$ cat config.mk
export PLATFORM = sky130hd
export DESIGN_NAME = lex_order_bounds_propagator
export DESIGN_NICKNAME = d
export VERILOG_FILES = /design/src/sv/lobp_pkg.sv /design/src/sv/lobp_front.sv /design/src/sv/lobp_queue.sv /design/src/sv/lobp_back.sv /design/src/sv/lex_order_bounds_propagator.sv
export SDC_FILE = /design/constraint.sdc
export NUM_CORES = 1
export LEC_CHECK = 0
export ABC_CLOCK_PERIOD_IN_PS = 10700
export BUFFER_PORTS_ARGS = -buffer_cell sky130_fd_sc_hd__buf_2
export CORE_MARGIN = 2
export CORE_UTILIZATION = 35
export CTS_CLUSTER_SIZE = 8
export DETAILED_ROUTE_END_ITERATION = 8
export HOLD_SLACK_MARGIN = 0.1
export RECOVER_POWER = 25
export SYNTH_ARGS = -nofsm -noshare
export SYNTH_HDL_FRONTEND = slang
export SYNTH_SLANG_ARGS = --single-unit
$ cat constraint.sdc
create_clock -name clk -period 10.7 [get_ports clk]
set_input_delay 2.14 -clock clk [delete_from_list [all_inputs] [get_ports clk]]
set_output_delay 2.14 -clock clk [all_outputs]
set_load 0.05 [all_outputs]
$ cat src/sv/lobp_pkg.sv
// Package for the lexicographic order bounds propagator.
// Word types, register indexes, verdict codes and sizing constants.
// No dependencies.
package lobp_pkg;

  localparam int VALUE_WIDTH        = 32;
  localparam int MAX_LENGTH_DEFAULT = 256;
  localparam int CFG_W              = 9;
  localparam int CFG_IDX_W          = 2;
  localparam int QUEUE_DEPTH        = 2;

  localparam logic [CFG_IDX_W-1:0] REG_X_LENGTH     = 2'd0;
  localparam logic [CFG_IDX_W-1:0] REG_Y_LENGTH     = 2'd1;
  localparam logic [CFG_IDX_W-1:0] REG_STRICT_ORDER = 2'd2;

  localparam logic [1:0] VERDICT_NEXT   = 2'd0;
  localparam logic [1:0] VERDICT_SAT    = 2'd1;
  localparam logic [1:0] VERDICT_CONTRA = 2'd2;

  typedef logic signed [VALUE_WIDTH-1:0] value_t;

  typedef struct packed {
    logic   restart;
    value_t x_low;
    value_t x_high;
    value_t y_low;
    value_t y_high;
  } lobp_in_t;

  typedef struct packed {
    value_t     new_x_high;
    value_t     new_y_low;
    logic       x_high_narrowed;
    logic       y_low_narrowed;
    logic [1:0] verdict;
  } lobp_out_t;

  // classified word: raw bounds plus the compares for slack 0 and slack 1
  typedef struct packed {
    logic   restart;
    value_t x_low;
    value_t x_high;
    value_t y_low;
    value_t y_high;
    value_t y_high_m1;
    value_t x_low_p1;
    logic   xl_gt_yh;
    logic   xl_ge_yh;
    logic   xh_gt_yh;
    logic   xh_ge_yh;
    logic   yl_lt_xl;
    logic   yl_le_xl;
  } lobp_cls_t;

endpackage

$ cat src/sv/lobp_front.sv
// Front end: accepts input words and classifies them for the back end.
// Precomputes all bound compares for both slack values.
// Depends on lobp_pkg.
module lobp_front (
  input  logic              in_valid,
  input  lobp_pkg::lobp_in_t in_word,
  input  logic              q_ready,
  output logic              in_ready,
  output logic              q_write,
  output lobp_pkg::lobp_cls_t q_word
);
  import lobp_pkg::*;

  assign in_ready = q_ready;
  assign q_write  = in_valid & q_ready;

  always_comb begin
    q_word.restart   = in_word.restart;
    q_word.x_low     = in_word.x_low;
    q_word.x_high    = in_word.x_high;
    q_word.y_low     = in_word.y_low;
    q_word.y_high    = in_word.y_high;
    q_word.y_high_m1 = in_word.y_high - value_t'(1);
    q_word.x_low_p1  = in_word.x_low + value_t'(1);
    q_word.xl_gt_yh  = in_word.x_low > in_word.y_high;
    q_word.xl_ge_yh  = in_word.x_low >= in_word.y_high;
    q_word.xh_gt_yh  = in_word.x_high > in_word.y_high;
    q_word.xh_ge_yh  = in_word.x_high >= in_word.y_high;
    q_word.yl_lt_xl  = in_word.y_low < in_word.x_low;
    q_word.yl_le_xl  = in_word.y_low <= in_word.x_low;
  end

endmodule

$ cat src/sv/lobp_queue.sv
// Short register queue between front and back end.
// DEPTH must be a power of two. Depends on lobp_pkg.
module lobp_queue #(
  parameter int WIDTH = 8,
  parameter int DEPTH = lobp_pkg::QUEUE_DEPTH
) (
  input  logic             clk,
  input  logic             rst,
  input  logic             wr,
  input  logic [WIDTH-1:0] wr_data,
  output logic             wr_ready,
  input  logic             rd,
  output logic             rd_valid,
  output logic [WIDTH-1:0] rd_data
);
  import lobp_pkg::*;

  localparam int AW = (DEPTH > 1) ? $clog2(DEPTH) : 1;
  localparam int CW = $clog2(DEPTH + 1);

  logic [WIDTH-1:0] mem [DEPTH];
  logic [AW-1:0]    wr_ptr;
  logic [AW-1:0]    rd_ptr;
  logic [CW-1:0]    count;

  assign wr_ready = count != CW'(DEPTH);
  assign rd_valid = count != '0;
  assign rd_data  = mem[rd_ptr];

  always_ff @(posedge clk) begin
    if (wr) begin
      mem[wr_ptr] <= wr_data;
    end
  end

  always_ff @(posedge clk) begin
    if (rst) begin
      wr_ptr <= '0;
      rd_ptr <= '0;
      count  <= '0;
    end else begin
      if (wr) begin
        wr_ptr <= wr_ptr + AW'(1);
      end
      if (rd) begin
        rd_ptr <= rd_ptr + AW'(1);
      end
      if (wr && !rd) begin
        count <= count + CW'(1);
      end else if (rd && !wr) begin
        count <= count - CW'(1);
      end
    end
  end

endmodule

$ cat src/sv/lobp_back.sv
// Back end: walk state, narrowing, verdict and output register.
// Takes classified words from the queue. Depends on lobp_pkg.
module lobp_back #(
  parameter int MAX_LENGTH = lobp_pkg::MAX_LENGTH_DEFAULT
) (
  input  logic                    clk,
  input  logic                    rst,
  input  logic [lobp_pkg::CFG_W-1:0] x_length,
  input  logic [lobp_pkg::CFG_W-1:0] y_length,
  input  logic                    strict_order,
  input  logic                    q_valid,
  input  lobp_pkg::lobp_cls_t     q_word,
  output logic                    q_read,
  output logic                    out_valid,
  input  logic                    out_ready,
  output lobp_pkg::lobp_out_t     out_word
);
  import lobp_pkg::*;

  localparam int LEN_W = $clog2(MAX_LENGTH + 1);
  localparam int CW    = (LEN_W > CFG_W) ? LEN_W : CFG_W;

  logic [LEN_W-1:0] position, position_next;
  logic             stopped, stopped_next;
  logic [1:0]       held, held_next;
  lobp_out_t        res;

  logic [CW-1:0]    x_ext, y_ext;
  logic [LEN_W-1:0] nx, ny, nmin;
  logic [1:0]       len_verdict;
  logic             slack_ok;
  logic [LEN_W-1:0] pos_e;
  logic [LEN_W:0]   pos_inc;
  logic             stop_e;
  logic [1:0]       held_e;
  logic             slack, contra, narrow_x, narrow_y;
  value_t           xh_f, yl_f;
  logic [1:0]       verdict;

  always_comb begin
    x_ext = CW'(x_length);
    y_ext = CW'(y_length);
    if (x_ext == '0) begin
      nx = LEN_W'(1);
    end else if (x_ext > CW'(MAX_LENGTH)) begin
      nx = LEN_W'(MAX_LENGTH);
    end else begin
      nx = LEN_W'(x_ext);
    end
    if (y_ext == '0) begin
      ny = LEN_W'(1);
    end else if (y_ext > CW'(MAX_LENGTH)) begin
      ny = LEN_W'(MAX_LENGTH);
    end else begin
      ny = LEN_W'(y_ext);
    end
    nmin = (nx < ny) ? nx : ny;
    priority if (nx < ny) begin
      len_verdict = VERDICT_SAT;
    end else if (nx > ny) begin
      len_verdict = VERDICT_CONTRA;
    end else begin
      len_verdict = strict_order ? VERDICT_CONTRA : VERDICT_SAT;
    end
    slack_ok = (nx > ny) || (nx == ny && strict_order);
  end

  assign q_read = q_valid && (!out_valid || out_ready);

  always_comb begin
    pos_e   = q_word.restart ? '0 : position;
    stop_e  = q_word.restart ? 1'b0 : stopped;
    held_e  = q_word.restart ? VERDICT_NEXT : held;
    pos_inc = {1'b0, pos_e} + (LEN_W + 1)'(1);
    slack   = (pos_inc == {1'b0, nmin}) && slack_ok;

    contra   = slack ? q_word.xl_ge_yh : q_word.xl_gt_yh;
    narrow_x = slack ? q_word.xh_ge_yh : q_word.xh_gt_yh;
    narrow_y = slack ? q_word.yl_le_xl : q_word.yl_lt_xl;
    xh_f     = narrow_x ? (slack ? q_word.y_high_m1 : q_word.y_high) : q_word.x_high;
    yl_f     = narrow_y ? (slack ? q_word.x_low_p1 : q_word.x_low) : q_word.y_low;

    res.new_x_high      = q_word.x_high;
    res.new_y_low       = q_word.y_low;
    res.x_high_narrowed = 1'b0;
    res.y_low_narrowed  = 1'b0;
    position_next       = pos_e;
    verdict             = VERDICT_SAT;

    priority if (stop_e) begin
      verdict = held_e;
    end else if (pos_e >= nmin) begin
      verdict = len_verdict;
    end else if (contra) begin
      verdict = VERDICT_CONTRA;
    end else begin
      res.new_x_high      = xh_f;
      res.new_y_low       = yl_f;
      res.x_high_narrowed = narrow_x;
      res.y_low_narrowed  = narrow_y;
      if (xh_f < yl_f) begin
        verdict = VERDICT_SAT;
      end else if (q_word.x_low == xh_f && yl_f == q_word.y_high
                   && q_word.x_low == yl_f) begin
        position_next = LEN_W'(pos_inc);
        verdict = (pos_inc >= {1'b0, nmin}) ? len_verdict : VERDICT_NEXT;
      end else begin
        verdict = VERDICT_SAT;
      end
    end
    res.verdict = verdict;

    stopped_next = stop_e || (verdict != VERDICT_NEXT);
    held_next    = (verdict != VERDICT_NEXT) ? verdict : held_e;
  end

  always_ff @(posedge clk) begin
    if (rst) begin
      position  <= '0;
      stopped   <= 1'b0;
      held      <= VERDICT_NEXT;
      out_valid <= 1'b0;
    end else begin
      if (q_read) begin
        position  <= position_next;
        stopped   <= stopped_next;
        held      <= held_next;
        out_valid <= 1'b1;
      end else if (out_ready) begin
        out_valid <= 1'b0;
      end
    end
  end

  always_ff @(posedge clk) begin
    if (q_read) begin
      out_word <= res;
    end
  end

endmodule

$ cat src/sv/lex_order_bounds_propagator.sv
// Top level of the lexicographic order bounds propagator.
// Holds the configuration registers; instantiates front, queue and back.
// Depends on lobp_pkg, lobp_front, lobp_queue, lobp_back.
//
// Streams one pair of x/y bounds per word and returns one result word per
// input word, in order. A word is registered on its way from input to output
// (front classifies into a two-entry queue, back end registers the result)
// and one word per cycle is sustained while out_ready is high; the back end's
// walk-state update loop sets that rate. Configuration is written through
// cfg_write/cfg_index/cfg_data and must only change while no word is in flight.
module lex_order_bounds_propagator #(
  parameter int MAX_LENGTH = lobp_pkg::MAX_LENGTH_DEFAULT
) (
  input  logic                          clk,
  input  logic                          rst,
  input  logic                          cfg_write,
  input  logic [lobp_pkg::CFG_IDX_W-1:0] cfg_index,
  input  logic [lobp_pkg::CFG_W-1:0]     cfg_data,
  input  logic                          in_valid,
  output logic                          in_ready,
  input  lobp_pkg::lobp_in_t            in_word,
  output logic                          out_valid,
  input  logic                          out_ready,
  output lobp_pkg::lobp_out_t           out_word
);
  import lobp_pkg::*;

  logic [CFG_W-1:0] x_length;
  logic [CFG_W-1:0] y_length;
  logic             strict_order;

  logic      q_write, q_ready, q_read, q_valid;
  lobp_cls_t q_in, q_out;

  always_ff @(posedge clk) begin
    if (rst) begin
      x_length     <= CFG_W'(1);
      y_length     <= CFG_W'(1);
      strict_order <= 1'b0;
    end else if (cfg_write) begin
      unique case (cfg_index)
        REG_X_LENGTH:     x_length     <= cfg_data;
        REG_Y_LENGTH:     y_length     <= cfg_data;
        REG_STRICT_ORDER: strict_order <= cfg_data[0];
        default: ;
      endcase
    end
  end

  lobp_front u_front (
    .in_valid (in_valid),
    .in_word  (in_word),
    .q_ready  (q_ready),
    .in_ready (in_ready),
    .q_write  (q_write),
    .q_word   (q_in)
  );

  lobp_queue #(
    .WIDTH ($bits(lobp_cls_t)),
    .DEPTH (QUEUE_DEPTH)
  ) u_queue (
    .clk      (clk),
    .rst      (rst),
    .wr       (q_write),
    .wr_data  (q_in),
    .wr_ready (q_ready),
    .rd       (q_read),
    .rd_valid (q_valid),
    .rd_data  (q_out)
  );

  lobp_back #(
    .MAX_LENGTH (MAX_LENGTH)
  ) u_back (
    .clk          (clk),
    .rst          (rst),
    .x_length     (x_length),
    .y_length     (y_length),
    .strict_order (strict_order),
    .q_valid      (q_valid),
    .q_word       (q_out),
    .q_read       (q_read),
    .out_valid    (out_valid),
    .out_ready    (out_ready),
    .out_word     (out_word)
  );

endmodule

After elaboration in Yosys (flattened, before gate mapping)
Memory sizes are Yosys's and may differ from the RTL's. A register that Yosys moved wholly into a read port is not among the register bits.
Index checks and enable logic that the tools add are counted.

cells by class
  order comparisons = 13
  bitwise logic cells = 1
  reductions and logical operators = 24
  muxes and demuxes = 41
  equality and inequality tests = 8
  add/sub/neg operators = 7

operator list
  kind                     number
  $mux W66                 3
  $mux W32                 4
  $mux W9                  11
  $eq A32 B32 Y1           3
  $ge A32 B32 Y1           2
  $gt A32 B32 Y1           2
  $lt A32 B32 Y1           2
  $add A32 B2 Y32 const B  1
  $le A32 B32 Y1           1
  $sub A32 B2 Y32 const B  1
  $mux W2                  13
  $gt A9 B9 Y1 const B     2
  $logic_not A9 Y1         2
  $add A9 B1 Y10 const B   1
  $eq A10 B9 Y1            1
  $ge A10 B9 Y1            1
  $mux W1                  10
  $eq A9 B9 Y1             1
  $ge A9 B9 Y1             1
  $gt A9 B9 Y1             1
  $lt A9 B9 Y1             1
  $reduce_bool A2 Y1       4
  $logic_and A1 B1 Y1      7
  $reduce_and A2 Y1        3
  other kinds (11)         16

word-level totals
  word-level logic and storage cells = 110
  register bits after elaboration = 104
  output and inout bits = 70
  input bits = 145
  memories kept = 1
  RAM bits = 398

memory list
  name         depth  bits a word  rd ports  clocked after Yosys merged registers in  wr ports  line              RTL
  u_queue.mem  2      199          1         1                                        1         lobp_queue.sv:21  logic [WIDTH-1:0] mem [DEPTH];

Depth between registers and ports, before layout
Gate-level depths: netlist of the first run.

  depth after elaboration = 19
  gate-level depth with buffers = 36

Cells and area by module
From an unflattened synthesis of the first run, not the netlist that was laid out.

second synthesis, totals
  cells, all modules = 2437
  area total of the unflattened synthesis = 29244.3 µm²

by module, submodules not included
  module                       instances  area each (µm²)  cells an instance  sequential area each (µm²)
  lobp_queue                   1          14973.1          641                12051.6
  lobp_back                    1          9083.7           1123               2302.2
  lobp_front                   1          4369.2           596                0.0
  lex_order_bounds_propagator  1          818.3            77                 380.4

Least setup slack after synthesis of the first run
Ideal clock, no wire load.

  kind = in2reg
  start point = input port in_valid
  end point = memory u_queue.mem[0][0] (netlist name), enable pin
  data arrival time = 10.501 ns
  cell stages on the path = 2
  required time = 9.938 ns
  path buffers = 0
  slack = -0.564 ns
  path through = nand2_1 > nor2_1

on the way
  word-level cells in the longest chain between the ends = 3

ends and longest elaborated chain
  element                        line                               RTL
  from (decl)                    lex_order_bounds_propagator.sv:19  input logic in_valid,
  $and A1 B1 Y1                  lobp_front.sv:15                   assign q_write = in_valid & q_ready;
  $mux W1                        lobp_queue.sv:31                   if (wr) begin
  $mux W1 (not written as such)  lobp_queue.sv:32                   mem[wr_ptr] <= wr_data;
  to (decl)                      lobp_queue.sv:21

Every way passes these cells.

==> run summary, run 1 <==
## Setup path
- end point of the critical path: u_back.position[2]$_SDFFE_PP0P_
- critical path fanouts, max: 36
- Critical Path AT: 9.74 ns
- sort of element at the start of the critical path: flip-flop
- cell repeated most along the worst path: nand2_1
- kind of critical path: flip-flop to flip-flop
- worst-case register-to-register setup slack: 1.51 ns
- largest stage delay on the critical path: 0.71 ns
- Worst R2R Path Depth: 30
- Setup crit end kind: flip-flop
- Critical-path top delay cell: nor2_4
- worst reg2reg path endpoint: u_back.position[2]$_SDFFE_PP0P_
- data required time at the worst endpoint: 11.25 ns

## Global route
- total global routing overflow: 0
- GRT Total Usage: 23.91%
- vias in the first global route: 21560
- maximum number of pins on one net before global-route repair: 137
- first-pass GRT wire length: 147500 um
- number of antenna violations at the first check in global routing: 9

## Route
- final routed wire length divided by cell count: 27.36 um
- final WL: 103100 um
- number of DRC violations after detailed-routing iteration 0: 1578
- DRC violations left: 0
- total via count after detailed routing: 21120
- count of nets left with antenna violations after detail routing: 0
- via-per-instance ratio: 5.608
- First-pass DRT Iterations: 6

## STA
- period utilization: 85.90%
- final setup violation count: 0
- fin crit period: 9.191 ns
- final hold slack: 0.4824 ns
- clock skew: 0.03268 ns
- transition at the pin with the smallest max-transition slack: 1.129 ns
- max_slew headroom: 22.76%
- Max Transition Viols Final: 0
- final hold violations: 0
- setup repair after global routing missed its margin: false
- Total Neg Setup Slack: 0 ns
- Achievable Freq: 0.1088 GHz

## Die
- vertical die dimension: 290.9 um
- x dimension of the die: 290.9 um
- Die Area: 84630 um2
- I/O pin count: 215
- starting density of the core: 35.20%
- number of rows in the core area: 105
- area of the core region: 81850 um2

## Clock tree
- CTS tree: done
- Gates resized, CTS repair: 0
- clock insertion delay at the later pin of the skew report: 0.63 ns
- root buffer cell: clkbuf_16
- number of H-tree levels: 3
- CTS buffer count: 74
- hold buffer count at cts: 0
- Clock Sinks: 503
- clock-pin slew reported for the worst setup and hold paths after clock tree synthesis: 0.05 ns
- maximum clock path buffer count: 3
- number of setup buffers added after CTS: 0

## Min path
- class of the worst hold path: flip-flop to flip-flop

## Synthesis
- cell count after synthesis: 2449
- primary flip-flop cell chosen by synthesis mapping: edfxtp_1
- share of the yosys chip area belonging to registers: 51.14%
- number of enable flip-flop cells after synthesis: 466
- post-synthesis area per instance: 11.76 um2
- fraction of registers with async set/reset: 0%
- syn nets: 2750
- register bit count reported by yosys: 503
- synth warn: 0
- post-synth cell types: 84
- cell area after technology mapping: 28810 um2

## Layout
- area growth from synthesis to layout: 14.66%
- footprint of the flip-flops and latches: 14740 um2
- fillers: 7772
- area of the multi-input gates: 13260 um2
- number of nets in the layout: 2972
- ratio of cells with drive above 1 in the final layout: 12.10%

## Power
- portion of total power attributed to combinational logic: 47.4%
- Power Internal: 0.005385 W
- peak supply drop: 0.2179 mV
- Clk network pwr share: 22.5%
- share of power burned in registers: 30.1%
- total power per unit cell area: 291.9 nW/um2
- switching share of power: 44.15%
- leakage power of the design: 12.29 nW
- PnR Total Power: 0.009643 W
- Net Switching: 0.004258 W

## Outcome
- outcome: completed

## Run
- number of violations of the max-capacitance limit: 0

## Place
- hpwl dp: 76880 um
- routability congestion estimate from global placement: 0.9454
- number of buffers added on ports: 214

[cells in the final DEF (no fill, tap or decap), types with 6 or more instances in the layout]
cell,synthesis,routed
clkbuf_1,53,143
nand3_1,52,52
xnor2_1,122,122
nand4_1,52,52
nand2b_1,18,18
o21ai_0,69,69
edfxtp_1,466,466
buf_2,28,85
o31ai_1,8,8
or4_1,9,9
a21o_1,33,33
nor2_1,152,151
xor2_1,46,46
inv_1,92,91
nor3_1,34,34
dfxtp_1,37,36
a21oi_1,157,157
nor2b_1,67,67
a2111oi_0,10,10
o21a_1,23,23
clkbuf_16,0,78
o2111ai_1,8,8
o211ai_1,12,12
ha_1,156,156
o311ai_0,6,6
a31oi_1,10,10
and2_1,13,12
or3_1,8,8
mux4_2,12,12
nand2_1,169,168
nor4_1,17,17
a211oi_1,46,45
buf_4,2,36
and3_1,14,13
mux2i_1,274,271
mux2_2,71,71
[cells in the mapped netlist (all sizes together) (4+ instances only)]
cell type / instances / share of area, %
mux2: 71 / 2.8
o211ai: 12 / 0.31
nor4: 19 / 0.49
a21oi: 157 / 2.7
mux4: 14 / 1.1
o21a: 23 / 0.60
inv: 93 / 1.2
ha: 156 / 6.8
clkbuf: 53 / 0.69
nand2b: 18 / 0.39
o31ai: 8 / 0.21
maj3: 4 / 0.14
nand2: 170 / 2.2
or4: 9 / 0.23
buf: 53 / 1.1
a2111oi: 12 / 0.39
nand3b: 5 / 0.13
nor2: 153 / 2.0
a211oi: 48 / 1.3
xnor2: 122 / 3.7
or2: 5 / 0.11
and2: 13 / 0.28
edfxtp: 466 / 49
o21ai: 71 / 1.2
a21o: 33 / 0.86
mux2i: 278 / 9.8
a31oi: 10 / 0.22
a22oi: 4 / 0.10
nand4: 52 / 1.1
and3: 15 / 0.34
nor3: 35 / 0.63
nor2b: 67 / 1.5
o2111ai: 8 / 0.24
or3: 8 / 0.17
a211o: 4 / 0.13
xor2: 46 / 1.4
dfxtp: 37 / 2.6
o311ai: 6 / 0.18
nand3: 52 / 0.90
[worst max-delay path: cells and delay by family, from the launching register on]
kind / cells / cell delay, ns
xor gates and xnor gates: 1 / 0.17
buffers and inverters: 2 / 0.47
AOI/OAI and AO/OA: 10 / 2.48
and+or+nand+nor: 13 / 3.70
DFF: 1 / 0.68
muxes: 1 / 0.58
adders and majority gates: 3 / 0.96
[worst min-delay path by stage]
stage,startpoint,to,cells after the start
2_1_floorplan,x_length[0]$_SDFFE_PP1P_,x_length[0]$_SDFFE_PP1P_,2
3_3_place_gp,y_length[0]$_SDFFE_PP1P_,y_length[0]$_SDFFE_PP1P_,2
3_5_place_dp,y_length[0]$_SDFFE_PP1P_,y_length[0]$_SDFFE_PP1P_,2
4_1_cts,y_length[0]$_SDFFE_PP1P_,y_length[0]$_SDFFE_PP1P_,2
5_1_grt,u_queue.rd_ptr$_SDFFE_PP0P_,flip-flop,2
6_report,y_length[0]$_SDFFE_PP1P_,y_length[0]$_SDFFE_PP1P_,2
[power by group through the flow]
stage	Clock [W]	Sequential (W)	Combinational, W
after floorplan	0	0.00340	0.00247
after global placement	0	0.00292	0.00450
after detailed placement	0	0.00293	0.00451
after CTS	0.00222	0.00290	0.00454
after global routing	0.00230	0.00293	0.00484
final	0.00217	0.00290	0.00457
[cells by family (layout without fill, tap and decap cells)]
kind of cell / Yosys count / after routing / synth area share [%]
AO/OA/AOI/OAI: 427 / 427 / 9.468
adder cells (fa/ha/maj): 160 / 160 / 6.914
flip-flops: 503 / 503 / 51.14
multiplexers: 363 / 363 / 13.67
other: 0 / 1 / 0
AND/OR/NAND/NOR: 628 / 628 / 10.74
XOR/XNOR: 168 / 168 / 5.107
buffers and inverters: 200 / 446 / 2.966
[per-stage QoR]
| step | cell area (um2) | setup WS (ns) | instances | util, % |
|---|---|---|---|---|
| 2_1_floorplan | 28810 | 2.807 | 2449 | - |
| 3_3_place_gp | 31080 | 1.754 | 3665 | 37.97 |
| 3_5_place_dp | 31080 | 1.716 | 3665 | 37.97 |
| 4_1_cts | 33190 | 1.684 | 3765 | 40.55 |
| 5_1_grt | 33030 | 0.9260 | 3765 | 40.36 |
| 6_report | 33030 | 1.509 | 3766 | 40.36 |
[registers in the layout, summed over array words and instances, names as in the netlist, named ones only]
register and cells:
u_queue.mem 398, u_back.out_word 68, u_back.position 9, x_length 9
y_length 9, u_back.held 2, u_queue.count 2, strict_order 1
u_back.out_valid 1, u_back.stopped 1, u_queue.rd_ptr 1, u_queue.wr_ptr 1
[per-layer routing]
| layer | part of all wire (%) | track usage, % | vias to the layer above |
|---|---|---|---|
| li1 | - | - | 9625 |
| met5 | 0.094 | 0 | - |
| met3 | 5.1 | 3.787 | 186 |
| met4 | 4.0 | 9.301 | 14 |
| met1 | 41 | 29.22 | 10550 |
| met2 | 50 | 42.20 | 747 |
[layout make-up]
class	instances	share of cell area (%)
flip-flops and latches	503	44.61
clock inverters	5	0.2159
repair buffers	252	3.693
well taps	1070	4.053
inverters	94	1.072
multi-input cells	1746	40.15
diodes	1	0.007575
clock buffers	95	6.193
Power figures use the tool's default switching activity.
==> inputs of run 2 (changes only) <==
Settings changed: ABC_CLOCK_PERIOD_IN_PS 10700 to 10400.
Clock period 10.7 ns to 10.4 ns, I/O delays scaled along.
==> run 2 against run 1 <==
  * Setup slack got worse by 0.14 ns
  * Clock power hardly changed
  * Register-to-register slack got worse by 0.14 ns
  * Sequential power grew 2%
  * Critical path depth shrank 3
  * Fmax up 1.7%
  * First-iteration DRC count increased by 8.6%
  * Utilization down 0.095 points
  * Sequential share of layout area up 0.11 points
  * Hold slack worse by 0.0049 ns
==> run summary, run 2 (synthesis gave the netlist of run 1 again) <==
## Outcome
- outcome: completed

## Layout
- register name with the most flops: u_queue.mem
- number of flip-flops in the largest register: 398
- number of nets in the layout: 2970
- non-filler instance count after layout: 3756
- commonest non-fill, non-tap cells in the layout: 466 x edfxtp_1, 271 x mux2i_1, 168 x nand2_1, 157 x a21oi_1, 156 x ha_1
- most common library cell in the layout ignoring fill and taps: edfxtp_1
- registers with the most flip-flops: u_queue.mem x398, u_back.out_word x68
- ratio of cells with drive above 1 in the final layout: 11.91%
- area growth from synthesis to layout: 14.39%
- n_diodes: 0

## Route
- total via count after detailed routing: 21140
- First-pass DRT Iterations: 5
- count of nets left with antenna violations after detail routing: 0
- final WL: 102200 um
- final routed wire length divided by cell count: 27.21 um
- number of DRC violations after detailed-routing iteration 0: 1713
- via-per-instance ratio: 5.628
- DRC violations left: 0

## STA
- final hold slack: 0.4775 ns
- fin crit period: 9.036 ns
- max_slew headroom: 11.34%
- setup repair after global routing missed its margin: false
- transition at the pin with the smallest max-transition slack: 1.296 ns
- Total Neg Setup Slack: 0 ns
- period utilization: 86.88%
- Max Transition Viols Final: 0
- Achievable Freq: 0.1107 GHz
- clock skew: 0.03313 ns
- final setup violation count: 0
- final hold violations: 0

## Die
- number of rows in the core area: 105
- Die Area: 84630 um2
- vertical die dimension: 290.9 um
- I/O pin count: 215
- x dimension of the die: 290.9 um
- area of the core region: 81850 um2
- starting density of the core: 35.20%

## Clock tree
- hold buffer count at cts: 0
- clock insertion delay at the later pin of the skew report: 0.62 ns
- Gates resized, CTS repair: 0
- maximum clock path buffer count: 3
- CTS tree: done
- number of H-tree levels: 3
- CTS buffer count: 73
- Clock Sinks: 503
- clock-pin slew reported for the worst setup and hold paths after clock tree synthesis: 0.05 ns
- number of setup buffers added after CTS: 0
- root buffer cell: clkbuf_16

## Setup path
- kind of critical path: flip-flop to flip-flop
- end point of the critical path: u_back.position[2]$_SDFFE_PP0P_
- Setup crit end kind: flip-flop
- Critical Path AT: 9.59 ns
- buffers plus inverters on the worst setup path: 1
- Critical-path top delay cell: dfxtp_4
- critical path fanouts, max: 36
- worst reg2reg path endpoint: u_back.position[2]$_SDFFE_PP0P_
- family with the most delay on the worst path: simple AND/OR/NAND/NOR gates
- worst-case register-to-register setup slack: 1.36 ns
- number of stages on the worst setup path: 27
- data required time at the worst endpoint: 10.95 ns
- sort of element at the start of the critical path: flip-flop
- Worst R2R Path Depth: 27
- largest stage delay on the critical path: 0.70 ns

## Global route
- total global routing overflow: 0
- maximum number of pins on one net before global-route repair: 147
- GRT Total Usage: 23.53%
- first-pass GRT wire length: 145500 um
- number of antenna violations at the first check in global routing: 7
- vias in the first global route: 21230

## Place
- number of cells after detailed placement: 3664
- routability congestion estimate from global placement: 0.9570
- number of buffers added on ports: 214
- hpwl dp: 75590 um

## Min path
- class of the worst hold path: flip-flop to flip-flop

## Power
- peak supply drop: 0.2676 mV
- leakage power of the design: 12.25 nW
- total power per unit cell area: 299.2 nW/um2

## Run
- number of violations of the max-capacitance limit: 0

-- run 2: cell types whose count changed in the layout (fill, tap and decap cells not counted), sizes merged --
cell      delta
clkbuf       -8
buf          -1
clkinvlp     -1
diode        -1
inv          +1
-- run 2: how the worst min path moves through the flow --
| stage | cells after the start | end | from |
|---|---|---|---|
| floorplan | 2 | x_length[0]$_SDFFE_PP1P_ | x_length[0]$_SDFFE_PP1P_ |
| finish | 2 | y_length[0]$_SDFFE_PP1P_ | y_length[0]$_SDFFE_PP1P_ |
| detailed placement | 2 | y_length[0]$_SDFFE_PP1P_ | y_length[0]$_SDFFE_PP1P_ |
| CTS | 2 | y_length[0]$_SDFFE_PP1P_ | y_length[0]$_SDFFE_PP1P_ |
| global route | 2 | y_length[0]$_SDFFE_PP1P_ | y_length[0]$_SDFFE_PP1P_ |
| global placement | 2 | y_length[0]$_SDFFE_PP1P_ | y_length[0]$_SDFFE_PP1P_ |
-- run 2: worst min-delay path: stages, from the launching register on --
cell     delay (ns)
dfxtp_1        0.32
mux2i_1        0.07
nand2_1        0.06
-- run 2: layer usage --
layer | global-route usage, % | share of wire, % | up-vias
met2 | 41.02 | 50 | 799
met5 | 0 | 0.067 | -
li1 | - | - | 9628
met4 | 9.984 | 4.4 | 10
met1 | 29.18 | 41 | 10530
met3 | 3.230 | 5.2 | 176
-- run 2: final cells by class --
class                           instances  area, um2
Inverter                               94      354.1
Clock buffer                           87       1953
Clock inverter                          5      71.32
Sequential cell                       503      14740
Fill cell                            7768      48890
Tap cell                             1070       1339
Timing Repair Buffer                  251       1237
Multi-Input combinational cell       1746      13260
-- run 2: stage by stage --
| stage | cell area, um2 | power (W) | worst slack, ns | utilization [%] |
|---|---|---|---|---|
| 2_1_floorplan | 28810 | 0.006036 | 2.567 | - |
| 3_3_place_gp | 31090 | 0.007632 | 1.609 | 37.99 |
| 3_5_place_dp | 31090 | 0.007641 | 1.527 | 37.99 |
| 4_1_cts | 33120 | 0.009851 | 1.464 | 40.46 |
| 5_1_grt | 32960 | 0.01024 | 0.7251 | 40.27 |
| 6_report | 32960 | 0.009860 | 1.364 | 40.27 |
-- run 2: power by group --
part	total [W]	switching (W)	internal, W
clock network	0.00218	0.000869	0.00131
registers	0.00297	0.000181	0.00279
logic	0.00471	0.00332	0.00139
